==> config.mk <==
export PLATFORM = sky130hd
export DESIGN_NAME = update_rate_liveness_monitor_top
export DESIGN_NICKNAME = d
export VERILOG_FILES = /design/src/sv/urlm_pkg.sv /design/src/sv/update_rate_liveness_monitor_top.sv /design/src/sv/urlm_div.sv /design/src/sv/urlm_ctrl.sv /design/src/sv/urlm_dp.sv
export VERILOG_INCLUDE_DIRS = /design/src /design/src/sv
export SDC_FILE = /design/constraint.sdc
export NUM_CORES = 2
export LEC_CHECK = 0
export ABC_CLOCK_PERIOD_IN_PS = 12350
export BUFFER_PORTS_ARGS = -buffer_cell sky130_fd_sc_hd__buf_2
export CAP_MARGIN = 20
export CORE_ASPECT_RATIO = 1.25
export CORE_MARGIN = 10
export CORE_UTILIZATION = 40
export CTS_CLUSTER_DIAMETER = 200
export DETAILED_ROUTE_END_ITERATION = 8
export PLACE_DENSITY = 0.56
export SETUP_SLACK_MARGIN = 0.02
export SLEW_MARGIN = 20
export SYNTH_ARGS = -nofsm -noshare
export SYNTH_HDL_FRONTEND = slang
export SYNTH_SLANG_ARGS = --single-unit
==> constraint.sdc <==
create_clock -name clk_i -period 12.35 [get_ports clk_i]
set_input_delay 2.47 -clock clk_i [delete_from_list [all_inputs] [get_ports clk_i]]
set_output_delay 2.47 -clock clk_i [all_outputs]
set_load 0.05 [all_outputs]
==> src/sv/update_rate_liveness_monitor_top_macros.svh <==
// Assertion macros for the update-rate liveness monitor
`ifndef UPDATE_RATE_LIVENESS_MONITOR_TOP_MACROS_SVH
`define UPDATE_RATE_LIVENESS_MONITOR_TOP_MACROS_SVH

`ifndef SYNTHESIS
`define URLM_ASSERT(lbl, prop, msg) \
  lbl: assert property (@(posedge clk_i) disable iff (!rst_ni) prop) else $error(msg);
`define URLM_ASSERT_NEXT(lbl, ante, cons, msg) \
  lbl: assert property (@(posedge clk_i) disable iff (!rst_ni) ante |=> cons) else $error(msg);
`else
`define URLM_ASSERT(lbl, prop, msg)
`define URLM_ASSERT_NEXT(lbl, ante, cons, msg)
`endif

`endif

==> src/sv/urlm_pkg.sv <==
package urlm_pkg;

  localparam int unsigned TIME_BITS         = 48;
  localparam int unsigned DEF_COUNT_BITS    = 32;
  localparam int unsigned WIN_COUNT_BITS    = 32;
  localparam int unsigned STAT_BITS         = 32;
  localparam int unsigned AGE_BITS          = TIME_BITS + 1;
  localparam int unsigned OP_BITS           = 2;
  localparam int unsigned CFG_IDX_BITS      = 1;
  localparam int unsigned CFG_DATA_BITS     = 48;
  localparam int unsigned NUM_BITS          = 64;
  localparam int unsigned DIV_CNT_BITS      = $clog2(NUM_BITS);
  localparam int unsigned SCALE_BITS        = 30;
  localparam int unsigned PROD_BITS         = WIN_COUNT_BITS + SCALE_BITS;
  localparam int unsigned IN_TDATA_BITS     = 48;
  localparam int unsigned OUT_TDATA_BITS    = 184;

  localparam logic [SCALE_BITS-1:0] MILLIHZ_SCALE   = 30'd1000000000;
  localparam logic [31:0]           WINDOW_US_RESET = 32'd1000000;
  localparam logic [47:0]           MAX_AGE_RESET   = 48'd100000;

  typedef enum logic [OP_BITS-1:0] {
    OP_UPDATE = 2'd0,
    OP_QUERY  = 2'd1,
    OP_CLEAR  = 2'd2
  } op_e;

  typedef enum logic [CFG_IDX_BITS-1:0] {
    CFG_WINDOW_US  = 1'd0,
    CFG_MAX_AGE_US = 1'd1
  } cfg_idx_e;

  typedef struct packed {
    logic capture;
    logic exec;
    logic mul;
    logic div_init;
    logic div_step;
    logic publish;
    logic load_out;
  } dp_cmd_t;

  typedef struct packed {
    logic is_update;
    logic publish;
    logic div_last;
    logic out_free;
  } dp_status_t;

endpackage

==> src/sv/update_rate_liveness_monitor_top.sv <==
// Path: a query, clear or update that closes no window goes from capture through the exec
// state to the result register; an update that closes a window first passes a multiply
// state, an add state, the bit-serial 64-step rate divider and a publish state.
// Throughput: one item at a time; the next beat is taken once the result is registered.
// Reset: rst_ni is asynchronous, active low; it zeroes all statistics and loads the window
// and max-age registers with 1000000 us and 100000 us.
module update_rate_liveness_monitor_top #(
  parameter int unsigned COUNT_BITS = urlm_pkg::DEF_COUNT_BITS
) (
  input  logic                                 clk_i,
  input  logic                                 rst_ni,
  input  logic                                 s_axis_tvalid,
  output logic                                 s_axis_tready,
  // now_us[47:0]
  input  logic [urlm_pkg::IN_TDATA_BITS-1:0]   s_axis_tdata,
  // op[1:0]
  input  logic [urlm_pkg::OP_BITS-1:0]         s_axis_tuser,
  output logic                                 m_axis_tvalid,
  input  logic                                 m_axis_tready,
  // live_valid[0], update_count[32:1], rate_millihz[64:33], recent_gap[96:65],
  // window_max_gap[128:97], age_us[177:129], active[178], zero[183:179]
  output logic [urlm_pkg::OUT_TDATA_BITS-1:0]  m_axis_tdata,
  input  logic                                 cfg_we_i,
  input  logic [urlm_pkg::CFG_IDX_BITS-1:0]    cfg_idx_i,
  input  logic [urlm_pkg::CFG_DATA_BITS-1:0]   cfg_data_i
);
  import urlm_pkg::*;

  dp_cmd_t    cmd;
  dp_status_t status;

  urlm_ctrl u_ctrl (
    .clk_i        (clk_i),
    .rst_ni       (rst_ni),
    .s_axis_tvalid(s_axis_tvalid),
    .s_axis_tready(s_axis_tready),
    .status_i     (status),
    .cmd_o        (cmd)
  );

  urlm_dp #(
    .COUNT_BITS(COUNT_BITS)
  ) u_dp (
    .clk_i        (clk_i),
    .rst_ni       (rst_ni),
    .cmd_i        (cmd),
    .status_o     (status),
    .s_axis_tdata (s_axis_tdata),
    .s_axis_tuser (s_axis_tuser),
    .m_axis_tvalid(m_axis_tvalid),
    .m_axis_tready(m_axis_tready),
    .m_axis_tdata (m_axis_tdata),
    .cfg_we_i     (cfg_we_i),
    .cfg_idx_i    (cfg_idx_i),
    .cfg_data_i   (cfg_data_i)
  );

endmodule

==> src/sv/urlm_div.sv <==
module urlm_div (
  input  logic                               clk_i,
  input  logic                               rst_ni,
  input  logic                               start_i,
  input  logic                               step_i,
  input  logic [urlm_pkg::NUM_BITS-1:0]      num_i,
  input  logic [urlm_pkg::TIME_BITS-1:0]     den_i,
  output logic [urlm_pkg::NUM_BITS-1:0]      quo_o,
  output logic                               last_o
);
  import urlm_pkg::*;

  logic [NUM_BITS-1:0]     num_q, num_d;
  logic [TIME_BITS-1:0]    rem_q, rem_d;
  logic [TIME_BITS-1:0]    den_q;
  logic [DIV_CNT_BITS-1:0] cnt_q, cnt_d;
  logic [TIME_BITS:0]      shifted;
  logic                    ge;

  always_comb begin
    shifted = {rem_q, num_q[NUM_BITS-1]};
    ge      = shifted >= {1'b0, den_q};
    rem_d   = ge ? TIME_BITS'(shifted - {1'b0, den_q}) : shifted[TIME_BITS-1:0];
    num_d   = {num_q[NUM_BITS-2:0], ge};
    cnt_d   = cnt_q + DIV_CNT_BITS'(1);
  end

  always_ff @(posedge clk_i or negedge rst_ni) begin
    if (!rst_ni) begin
      cnt_q <= '0;
    end else if (start_i) begin
      cnt_q <= '0;
    end else if (step_i) begin
      cnt_q <= cnt_d;
    end
  end

  always_ff @(posedge clk_i) begin
    if (start_i) begin
      num_q <= num_i;
      rem_q <= '0;
      den_q <= den_i;
    end else if (step_i) begin
      num_q <= num_d;
      rem_q <= rem_d;
    end
  end

  assign quo_o  = num_q;
  assign last_o = &cnt_q;

endmodule

==> src/sv/urlm_ctrl.sv <==
`include "update_rate_liveness_monitor_top_macros.svh"

module urlm_ctrl (
  input  logic                 clk_i,
  input  logic                 rst_ni,
  input  logic                 s_axis_tvalid,
  output logic                 s_axis_tready,
  input  urlm_pkg::dp_status_t status_i,
  output urlm_pkg::dp_cmd_t    cmd_o
);
  import urlm_pkg::*;

  typedef enum logic [6:0] {
    ST_IDLE = 7'b0000001,
    ST_EXEC = 7'b0000010,
    ST_MUL  = 7'b0000100,
    ST_ADD  = 7'b0001000,
    ST_DIV  = 7'b0010000,
    ST_PUB  = 7'b0100000,
    ST_RESP = 7'b1000000
  } state_e;

  state_e state_q, state_d;

  always_comb begin
    state_d = state_q;
    cmd_o   = '0;
    unique case (state_q)
      ST_IDLE: begin
        cmd_o.capture = s_axis_tvalid;
        if (s_axis_tvalid) state_d = ST_EXEC;
      end
      ST_EXEC: begin
        cmd_o.exec = 1'b1;
        state_d    = (status_i.is_update && status_i.publish) ? ST_MUL : ST_RESP;
      end
      ST_MUL: begin
        cmd_o.mul = 1'b1;
        state_d   = ST_ADD;
      end
      ST_ADD: begin
        cmd_o.div_init = 1'b1;
        state_d        = ST_DIV;
      end
      ST_DIV: begin
        cmd_o.div_step = 1'b1;
        if (status_i.div_last) state_d = ST_PUB;
      end
      ST_PUB: begin
        cmd_o.publish = 1'b1;
        state_d       = ST_RESP;
      end
      ST_RESP: begin
        cmd_o.load_out = status_i.out_free;
        if (status_i.out_free) state_d = ST_IDLE;
      end
      default: state_d = ST_IDLE;
    endcase
  end

  always_ff @(posedge clk_i or negedge rst_ni) begin
    if (!rst_ni) begin
      state_q <= ST_IDLE;
    end else begin
      state_q <= state_d;
    end
  end

  assign s_axis_tready = (state_q == ST_IDLE);

  `URLM_ASSERT_NEXT(a_div_to_pub, state_q == ST_DIV && status_i.div_last, state_q == ST_PUB, "divider did not hand over to publish")
  `URLM_ASSERT_NEXT(a_plain_op_short, state_q == ST_EXEC && !status_i.is_update, state_q == ST_RESP, "non-update item entered the rate path")
  `URLM_ASSERT(a_load_when_free, cmd_o.load_out |-> status_i.out_free, "result loaded over a waiting beat")

endmodule

==> src/sv/urlm_dp.sv <==
`include "update_rate_liveness_monitor_top_macros.svh"

module urlm_dp #(
  parameter int unsigned COUNT_BITS = urlm_pkg::DEF_COUNT_BITS
) (
  input  logic                                 clk_i,
  input  logic                                 rst_ni,
  input  urlm_pkg::dp_cmd_t                    cmd_i,
  output urlm_pkg::dp_status_t                 status_o,
  input  logic [urlm_pkg::IN_TDATA_BITS-1:0]   s_axis_tdata,
  input  logic [urlm_pkg::OP_BITS-1:0]         s_axis_tuser,
  output logic                                 m_axis_tvalid,
  input  logic                                 m_axis_tready,
  output logic [urlm_pkg::OUT_TDATA_BITS-1:0]  m_axis_tdata,
  input  logic                                 cfg_we_i,
  input  logic [urlm_pkg::CFG_IDX_BITS-1:0]    cfg_idx_i,
  input  logic [urlm_pkg::CFG_DATA_BITS-1:0]   cfg_data_i
);
  import urlm_pkg::*;

  logic [31:0]               window_q;
  logic [47:0]               max_age_q;
  op_e                       op_q;
  logic [TIME_BITS-1:0]      now_q;

  logic                      valid_q;
  logic [COUNT_BITS-1:0]     total_q;
  logic [TIME_BITS-1:0]      last_q;
  logic [STAT_BITS-1:0]      rate_q;
  logic [STAT_BITS-1:0]      gap_q;
  logic [STAT_BITS-1:0]      max_gap_q;
  logic [WIN_COUNT_BITS-1:0] win_count_q;
  logic [STAT_BITS-1:0]      peak_q;
  logic [TIME_BITS-1:0]      win_start_q;
  logic [TIME_BITS-1:0]      elapsed_q;
  logic [PROD_BITS-1:0]      prod_q;

  logic [TIME_BITS-1:0]      win_start_new;
  logic [TIME_BITS-1:0]      elapsed;
  logic [31:0]               win_eff;
  logic [TIME_BITS-1:0]      gap_raw;
  logic [STAT_BITS-1:0]      gap_sat;
  logic                      gap_ok;
  logic [NUM_BITS-1:0]       div_num;
  logic [NUM_BITS-1:0]       quo;
  logic                      div_last;
  logic [STAT_BITS-1:0]      rate_sat;
  logic [AGE_BITS-1:0]       diff;
  logic [AGE_BITS-1:0]       age;
  logic                      active;
  logic                      out_valid_q;
  logic [OUT_TDATA_BITS-1:0] out_data_q;

  always_comb begin
    win_start_new = (win_start_q == '0) ? now_q : win_start_q;
    elapsed       = now_q - win_start_new;
    win_eff       = (window_q == '0) ? 32'd1 : window_q;
    gap_raw       = now_q - last_q;
    gap_sat       = (|gap_raw[TIME_BITS-1:STAT_BITS]) ? '1 : gap_raw[STAT_BITS-1:0];
    gap_ok        = (last_q != '0) && (now_q > last_q);
    div_num       = NUM_BITS'(prod_q) + NUM_BITS'(elapsed_q >> 1);
    rate_sat      = (|quo[NUM_BITS-1:STAT_BITS]) ? '1 : quo[STAT_BITS-1:0];
    diff          = {1'b0, now_q} - {1'b0, last_q};
    age           = valid_q ? diff : {1'b0, {TIME_BITS{1'b1}}};
    active        = valid_q && (diff[AGE_BITS-1] || (diff[TIME_BITS-1:0] <= max_age_q));
  end

  assign status_o.is_update = (op_q == OP_UPDATE);
  assign status_o.publish   = (now_q >= win_start_new) &&
                              (elapsed >= {{(TIME_BITS-32){1'b0}}, win_eff});
  assign status_o.div_last  = div_last;
  assign status_o.out_free  = !out_valid_q || m_axis_tready;

  urlm_div u_div (
    .clk_i  (clk_i),
    .rst_ni (rst_ni),
    .start_i(cmd_i.div_init),
    .step_i (cmd_i.div_step),
    .num_i  (div_num),
    .den_i  (elapsed_q),
    .quo_o  (quo),
    .last_o (div_last)
  );

  always_ff @(posedge clk_i or negedge rst_ni) begin
    if (!rst_ni) begin
      window_q  <= WINDOW_US_RESET;
      max_age_q <= MAX_AGE_RESET;
    end else if (cfg_we_i) begin
      unique case (cfg_idx_e'(cfg_idx_i))
        CFG_WINDOW_US:  window_q  <= cfg_data_i[31:0];
        CFG_MAX_AGE_US: max_age_q <= cfg_data_i;
        default: ;
      endcase
    end
  end

  always_ff @(posedge clk_i) begin
    if (cmd_i.capture) begin
      op_q  <= op_e'(s_axis_tuser);
      now_q <= s_axis_tdata;
    end
    if (cmd_i.exec) begin
      elapsed_q <= elapsed;
    end
    if (cmd_i.mul) begin
      prod_q <= PROD_BITS'(win_count_q) * PROD_BITS'(MILLIHZ_SCALE);
    end
  end

  always_ff @(posedge clk_i or negedge rst_ni) begin
    if (!rst_ni) begin
      valid_q     <= 1'b0;
      total_q     <= '0;
      last_q      <= '0;
      rate_q      <= '0;
      gap_q       <= '0;
      max_gap_q   <= '0;
      win_count_q <= '0;
      peak_q      <= '0;
      win_start_q <= '0;
    end else if (cmd_i.exec) begin
      case (op_q)
        OP_UPDATE: begin
          win_start_q <= win_start_new;
          if (gap_ok) begin
            gap_q <= gap_sat;
            if (gap_sat > peak_q) peak_q <= gap_sat;
          end
          last_q      <= now_q;
          valid_q     <= 1'b1;
          total_q     <= total_q + COUNT_BITS'(1);
          win_count_q <= win_count_q + WIN_COUNT_BITS'(1);
        end
        OP_CLEAR: begin
          valid_q     <= 1'b0;
          total_q     <= '0;
          last_q      <= '0;
          rate_q      <= '0;
          gap_q       <= '0;
          max_gap_q   <= '0;
          win_count_q <= '0;
          peak_q      <= '0;
          win_start_q <= '0;
        end
        default: ;
      endcase
    end else if (cmd_i.publish) begin
      rate_q      <= rate_sat;
      max_gap_q   <= peak_q;
      win_count_q <= '0;
      peak_q      <= '0;
      win_start_q <= now_q;
    end
  end

  always_ff @(posedge clk_i or negedge rst_ni) begin
    if (!rst_ni) begin
      out_valid_q <= 1'b0;
    end else if (cmd_i.load_out) begin
      out_valid_q <= 1'b1;
    end else if (m_axis_tready) begin
      out_valid_q <= 1'b0;
    end
  end

  always_ff @(posedge clk_i) begin
    if (cmd_i.load_out) begin
      out_data_q <= {5'b0, active, age, max_gap_q, gap_q, rate_q,
                     STAT_BITS'(total_q), valid_q};
    end
  end

  assign m_axis_tvalid = out_valid_q;
  assign m_axis_tdata  = out_data_q;

  `URLM_ASSERT(a_invalid_is_empty, !valid_q |-> (last_q == '0 && total_q == '0), "state left behind without a recorded update")
  `URLM_ASSERT_NEXT(a_publish_restarts, cmd_i.publish, (win_count_q == '0 && peak_q == '0), "window not restarted after publish")
  `URLM_ASSERT_NEXT(a_clear_drops_valid, cmd_i.exec && op_q == OP_CLEAR, !valid_q, "clear left the monitor valid")

endmodule

# [Word-level counts from Yosys, hierarchy flattened]
# Cells that the tools add are included.
[totals] rom_bits=0 mem_count=0 wordCells=124 inputBits=104 reg_bits=873 out_inout_bits=186 ram_bits=0 latchBits=0
[classes] n_addsub=8 shift=0 bitwise_logic=1 mul=1 muxes=43 order_cmp=6 n_eq_ne=16 n_reduce_logical=26 div_mod_pow=0
[op_table] operator="32-bit 2-to-1 mux" count=14
[op_table] operator="32-bit case mux with 2 select lines" count=4
[op_table] operator="48-bit 2-to-1 mux" count=4
[op_table] operator="48-bit case mux with 2 select lines" count=2
[op_table] operator="48-bit subtractor" count=3
[op_table] operator="64-bit 2-to-1 mux" count=2
[op_table] operator="32-bit by 1-bit adder with 32-bit output (second input constant)" count=2
[op_table] operator="62-bit by 47-bit adder with 63-bit output" count=1
[op_table] operator="32-bit by 21-bit multiplier with 53-bit output (second input constant)" count=1
[op_table] operator="49-bit by 48-bit >= comparator with 1-bit output" count=1
[op_table] operator="7-bit case mux with 7 select lines" count=1
[op_table] operator="48-bit by 48-bit subtractor with 49-bit output" count=1
[op_table] operator="48-bit by 32-bit >= comparator with 1-bit output" count=1
[op_table] operator="48-bit >= comparator" count=1
[op_table] operator="48-bit greater-than comparator" count=1
[op_table] operator="48-bit <= comparator" count=1
[op_table] operator="48-bit logical NOT" count=1
[op_table] operator="48-bit nonzero test" count=1
[op_table] operator="32-bit greater-than comparator" count=1
[op_table] operator="32-bit logical NOT" count=1
[op_table] operator="32-bit OR reduction" count=1
[op_table] operator="7-bit 2-to-1 mux" count=4
[op_table] operator="16-bit OR reduction" count=1
[op_table] operator="6-bit 2-to-1 mux" count=2
[op_table] operator="25 further kinds" count=49

# [Logic depth before layout (Yosys ltp)]
[logic_depth] depth_word=8 ltp_mapped=33

# [By module]
# Synthesis repeated with hierarchy kept, for this count alone.
[hier_totals] hier_cells=5748 area_unflattened_um2=59371.9
[by_module_without_submodules] mod="urlm_dp" instances=1 cells_per_inst=4763 area_per_inst_um2=49417.4
[by_module_without_submodules] mod="urlm_div" instances=1 cells_per_inst=941 area_per_inst_um2=9504.1
[by_module_without_submodules] mod="urlm_ctrl" instances=1 cells_per_inst=44 area_per_inst_um2=450.4

# [Worst setup path before layout]
# OpenSTA, ideal clock, no wires.
[synth_timing] path_kind="in2reg" startpoint="input port m_axis_tready" endpoint="register u_dp.out_data_q[0] (netlist: u_dp.m_axis_tdata[0]), enable pin" arrival_ns=10.456 cell_stages=2 t_required_ns=11.612 path_slack_ns=1.156 cell_sequence="nand2b_1 nor2b_1"
[synth_lines] element="start, declared" line="update_rate_liveness_monitor_top.sv:19" text="input logic m_axis_tready,"
[synth_lines] element="end signal, assigned" line="urlm_dp.sv:169" text="out_data_q <= {5'b0, active, age, max_gap_q, gap_q, rate_q,"
[synth_lines] element="end, declared" line="urlm_dp.sv:52" text="logic [OUT_TDATA_BITS-1:0] out_data_q;"

# [Worst setup path in the final report]
[layout_timing] startpoint="register u_dp.now_q[3]" endpoint="register u_dp.peak_q[25]"
[layout_via] elab_chain_len=7 word_cells_on_any_way=13 cone_classes="add/sub (1); order compare (2); eq/ne (2); mux (5); reduce/logical (3)"
[layout_lines] element="start, declared" line="urlm_dp.sv:24" text="logic [TIME_BITS-1:0] now_q;"
[layout_lines] element="start signal, assigned" line="urlm_dp.sv:101" text="now_q <= s_axis_tdata;"
[layout_lines] element="branches (longest 7 deep; another with 48-bit subtractor)"
[layout_lines] element="end signal, assigned" line="urlm_dp.sv:128" text="if (gap_sat > peak_q) peak_q <= gap_sat;"
[layout_lines] element="end, declared" line="urlm_dp.sv:33" text="logic [STAT_BITS-1:0] peak_q;"
# Parallel ways; which one is timed is not known. The select of a mux whose other input is x is not followed.
# A chain may end at the register's enable or synchronous reset.

==> summary.txt <==
Global route
  – First-pass GRT wire length: 269 mm
  – Tot GR Track Use: 21.2%
  – Overflow after GRT: 0
  – Antenna violations before repair: 6
  – Pin count of the biggest net entering global routing: 127
  – Number of global-route vias before repair: 44.0k

STA
  – Final Worst Setup Slack: 3040 ps
  – Final min period: 9310 ps
  – Final setup TNS: 0 ps
  – Hold Slack: 427 ps
  – RSZ-0062 raised after global routing: false
  – Clock Skews: 68.8 ps
  – Final period utilization: 75.4%
  – Worst-Margin Slew: 1090 ps
  – Hold Fails Final Rpt: 0
  – Final setup fails: 0
  – Fmax: 107 MHz
  – Pins Over Slew Limit: 0
  – Max-slew headroom: 26.6%

Synth
  – Yosys top cell area share: 22.4%
  – Number of flops mapped to enable cells by yosys: 442
  – Gate Count Post-Synth: 5798
  – Area leader, netlist: edfxtp_1
  – Post-Syn Area per Cell: 10.2 µm²
  – Synth warnings: 0
  – Main synth FF type: edfxtp_1
  – Post-synthesis sequential area ratio: 40.2%
  – Synth unique cells: 88
  – #FFs+latches synth: 873
  – Post-Syn Area: 59300 µm²
  – Async S/R FF share, synth: 43.9%
  – Ranking of synthesized cells by area: edfxtp_1 (22%), dfrtp_1 (16%), ha_1 (12%), fa_1 (11%), inv_1 (4.8%)

Setup path
  – Slowest CP cell: a211oi_1
  – Crit path DAT: 9960 ps
  – Worst R2R Start: u_dp.now_q[3]$_DFFE_PP_
  – Max incr delay on CP: 800 ps
  – CP Launch Type: register
  – Kind of critical path: reg2reg
  – Data required, critical path: 13000 ps
  – CP Launch Point: u_dp.now_q[3]$_DFFE_PP_
  – CP endpoint kind: register
  – Worst Path Max Fanout: 31

Power
  – VDD IR max: 315 µV
  – Power Density: 263 nW/µm²
  – Leakage: 30.1 nW
  – Pwr Total: 17.4 mW

Clock tree
  – Worst-path clk slew: 70 ps
  – Hold-fix buffers, CTS: 0
  – Later-pin clock latency in the skew report: 750 ps
  – CTS tree: built
  – Inserted Clock Buffers: 96
  – Post-cts sizing count: 0
  – Post-CTS repair timing setup buffer count: 0
  – Root buffer cell: clkbuf_16
  – Clock Path Buffers: 3
  – CTS H-tree depth: 3
  – # clock sinks: 873

Place
  – Placed Cells incl. Taps: 7851
  – Port Buffers: 284
  – Placement Cell Area: 62900 µm²
  – Post-DP HPWL: 139 mm
  – Place WS: 3320 ps
  – GPL Wtd Cong: 0.919

Floorplan
  – Core area: 147000 µm²
  – Site row count: 157
  – Die Width: 365 µm
  – Starting Density: 40.4%
  – Die ar.: 164000 µm²
  – IO Pins: 290
  – Chip Height: 451 µm

Finish
  – Commonest non-fill, non-tap cell in the layout: inv_1
  – Post-layout util: 45.0%
  – Area growth, synth to finish: 11.5%
  – Post-route cell area: 66200 µm²
  – Layout cells sized above 1: 10.4%
  – Most frequent cells in the layout: inv_1 (751), ha_1 (559), nand2_1 (524), o21ai_0 (450), edfxtp_1 (442)
  – Final nets: 7019
  – Fillers: 14.1k
  – Count of non-filler cells in the finished layout: 8033

Min path
  – Hold Path Class: reg2reg
  – Hold Crit Start: u_dp.elapsed_q[0]$_DFFE_PP_

Route
  – Antenna Nets Post-Route: 0
  – DRT Pass-1 Iters: 6
  – Routed wire length: 176 mm
  – Via-to-Cell Ratio: 5.45
  – # DRC: 0
  – Vias: 43.8k
  – Initial DRC count: 3086
  – WL per Instance: 21.9 µm

Status
  – Status: completed

Job
  – Max_cap viols: 0
-- flip-flops by register name, indices dropped and copies added (netlist names), 48 cells and up --
register	count
u_dp.last_q	48
u_dp.m_axis_tdata	179
u_dp.u_div.rem_q	48
u_dp.u_div.den_q	48
u_dp.max_age_q	48
u_dp.elapsed_q	48
u_dp.u_div.quo_o	64
u_dp.now_q	48
u_dp.prod_q	53
u_dp.win_start_q	48
-- synthesized netlist by cell type (40+ instances only) --
cell / n
a22o_1: 50
xor2_1: 88
o21ai_0: 452
nor2_1: 250
and3_1: 45
nand4_1: 74
nor4_1: 66
inv_1: 754
a31oi_1: 43
nor3_1: 64
a21o_1: 170
nand3_1: 95
clkbuf_1: 165
nand2_1: 528
nand3b_1: 55
mux2_2: 51
fa_1: 315
nand2b_1: 40
edfxtp_1: 442
dfxtp_1: 48
a21oi_1: 323
ha_1: 559
dfrtp_1: 369
o21bai_1: 48
nor2b_1: 50
a211oi_1: 60
xnor2_1: 134
-- routing by layer --
metal / global-route usage (%) / up-vias / routed length (µm)
li1: - / 20800 / -
met1: 28.0 / 21700 / 76700
met2: 35.8 / 1034 / 85200
met3: 3.13 / 245 / 9000
met4: 6.33 / 6 / 5310
met5: 0 / - / 40
-- area by class of cell --
class | instances | area [µm²] | share of cell area (%)
repair buffers | 334 | 1820 | 2.75
diodes | 1 | 2.50 | 0.00378
inverters | 754 | 2830 | 4.28
well taps | 1908 | 2390 | 3.61
clock buffers | 132 | 2690 | 4.06
flip-flops and latches | 873 | 23800 | 36.0
clock inverters | 49 | 602 | 0.909
multi-input cells | 3982 | 32000 | 48.4
-- worst max-delay path: cells and delay by family, from the launching register on --
family / cells / cell delay [ps]
AND/OR/NAND/NOR: 11 / 3360
flip-flops: 1 / 570
XOR/XNOR: 1 / 310
AO/OA/AOI/OAI: 12 / 3430
buffers and inverters: 2 / 710
adder cells (fa/ha/maj): 2 / 740
-- power by group --
part,total (mW),internal (mW),switching [mW]
Combinational,10.1,3.43,6.65
Clock,3.00,1.69,1.31
Sequential,4.29,3.86,0.435
Total,17.4,8.98,8.39
-- cells by family (layout without fill, tap and decap cells) --
| logic type | after synthesis | count (layout) | synth area share (%) |
|---|---|---|---|
| xor+xnor | 222 | 222 | 3.28 |
| simple gates | 1395 | 1395 | 11.7 |
| mux | 76 | 76 | 1.39 |
| other cells | 1 | 6 | 0.00632 |
| buf+inv | 947 | 1269 | 6.08 |
| compound gates | 1409 | 1409 | 14.9 |
| fa+ha+maj | 875 | 875 | 22.4 |
| flops | 873 | 873 | 40.2 |
-- path summary, 6_finish.rpt --
check	endpoint	slack (ps)	depth (start not counted)
setup reg to reg	u_dp.peak_q[25]$_DFFE_PN0P_	3040	28
setup / recovery	u_dp.peak_q[25]$_DFFE_PN0P_	3040	28
min in group asynchronous	u_dp.max_gap_q[10]$_DFFE_PN0P_	1750	1
max in group asynchronous	u_dp.win_count_q[26]$_DFFE_PN0P_	8460	3
hold reg to reg	u_dp.u_div.den_q[0]$_DFFE_PP_	430	0
hold / removal	u_dp.u_div.den_q[0]$_DFFE_PP_	430	0
Note: power is estimated with default switching activity, not from simulation.
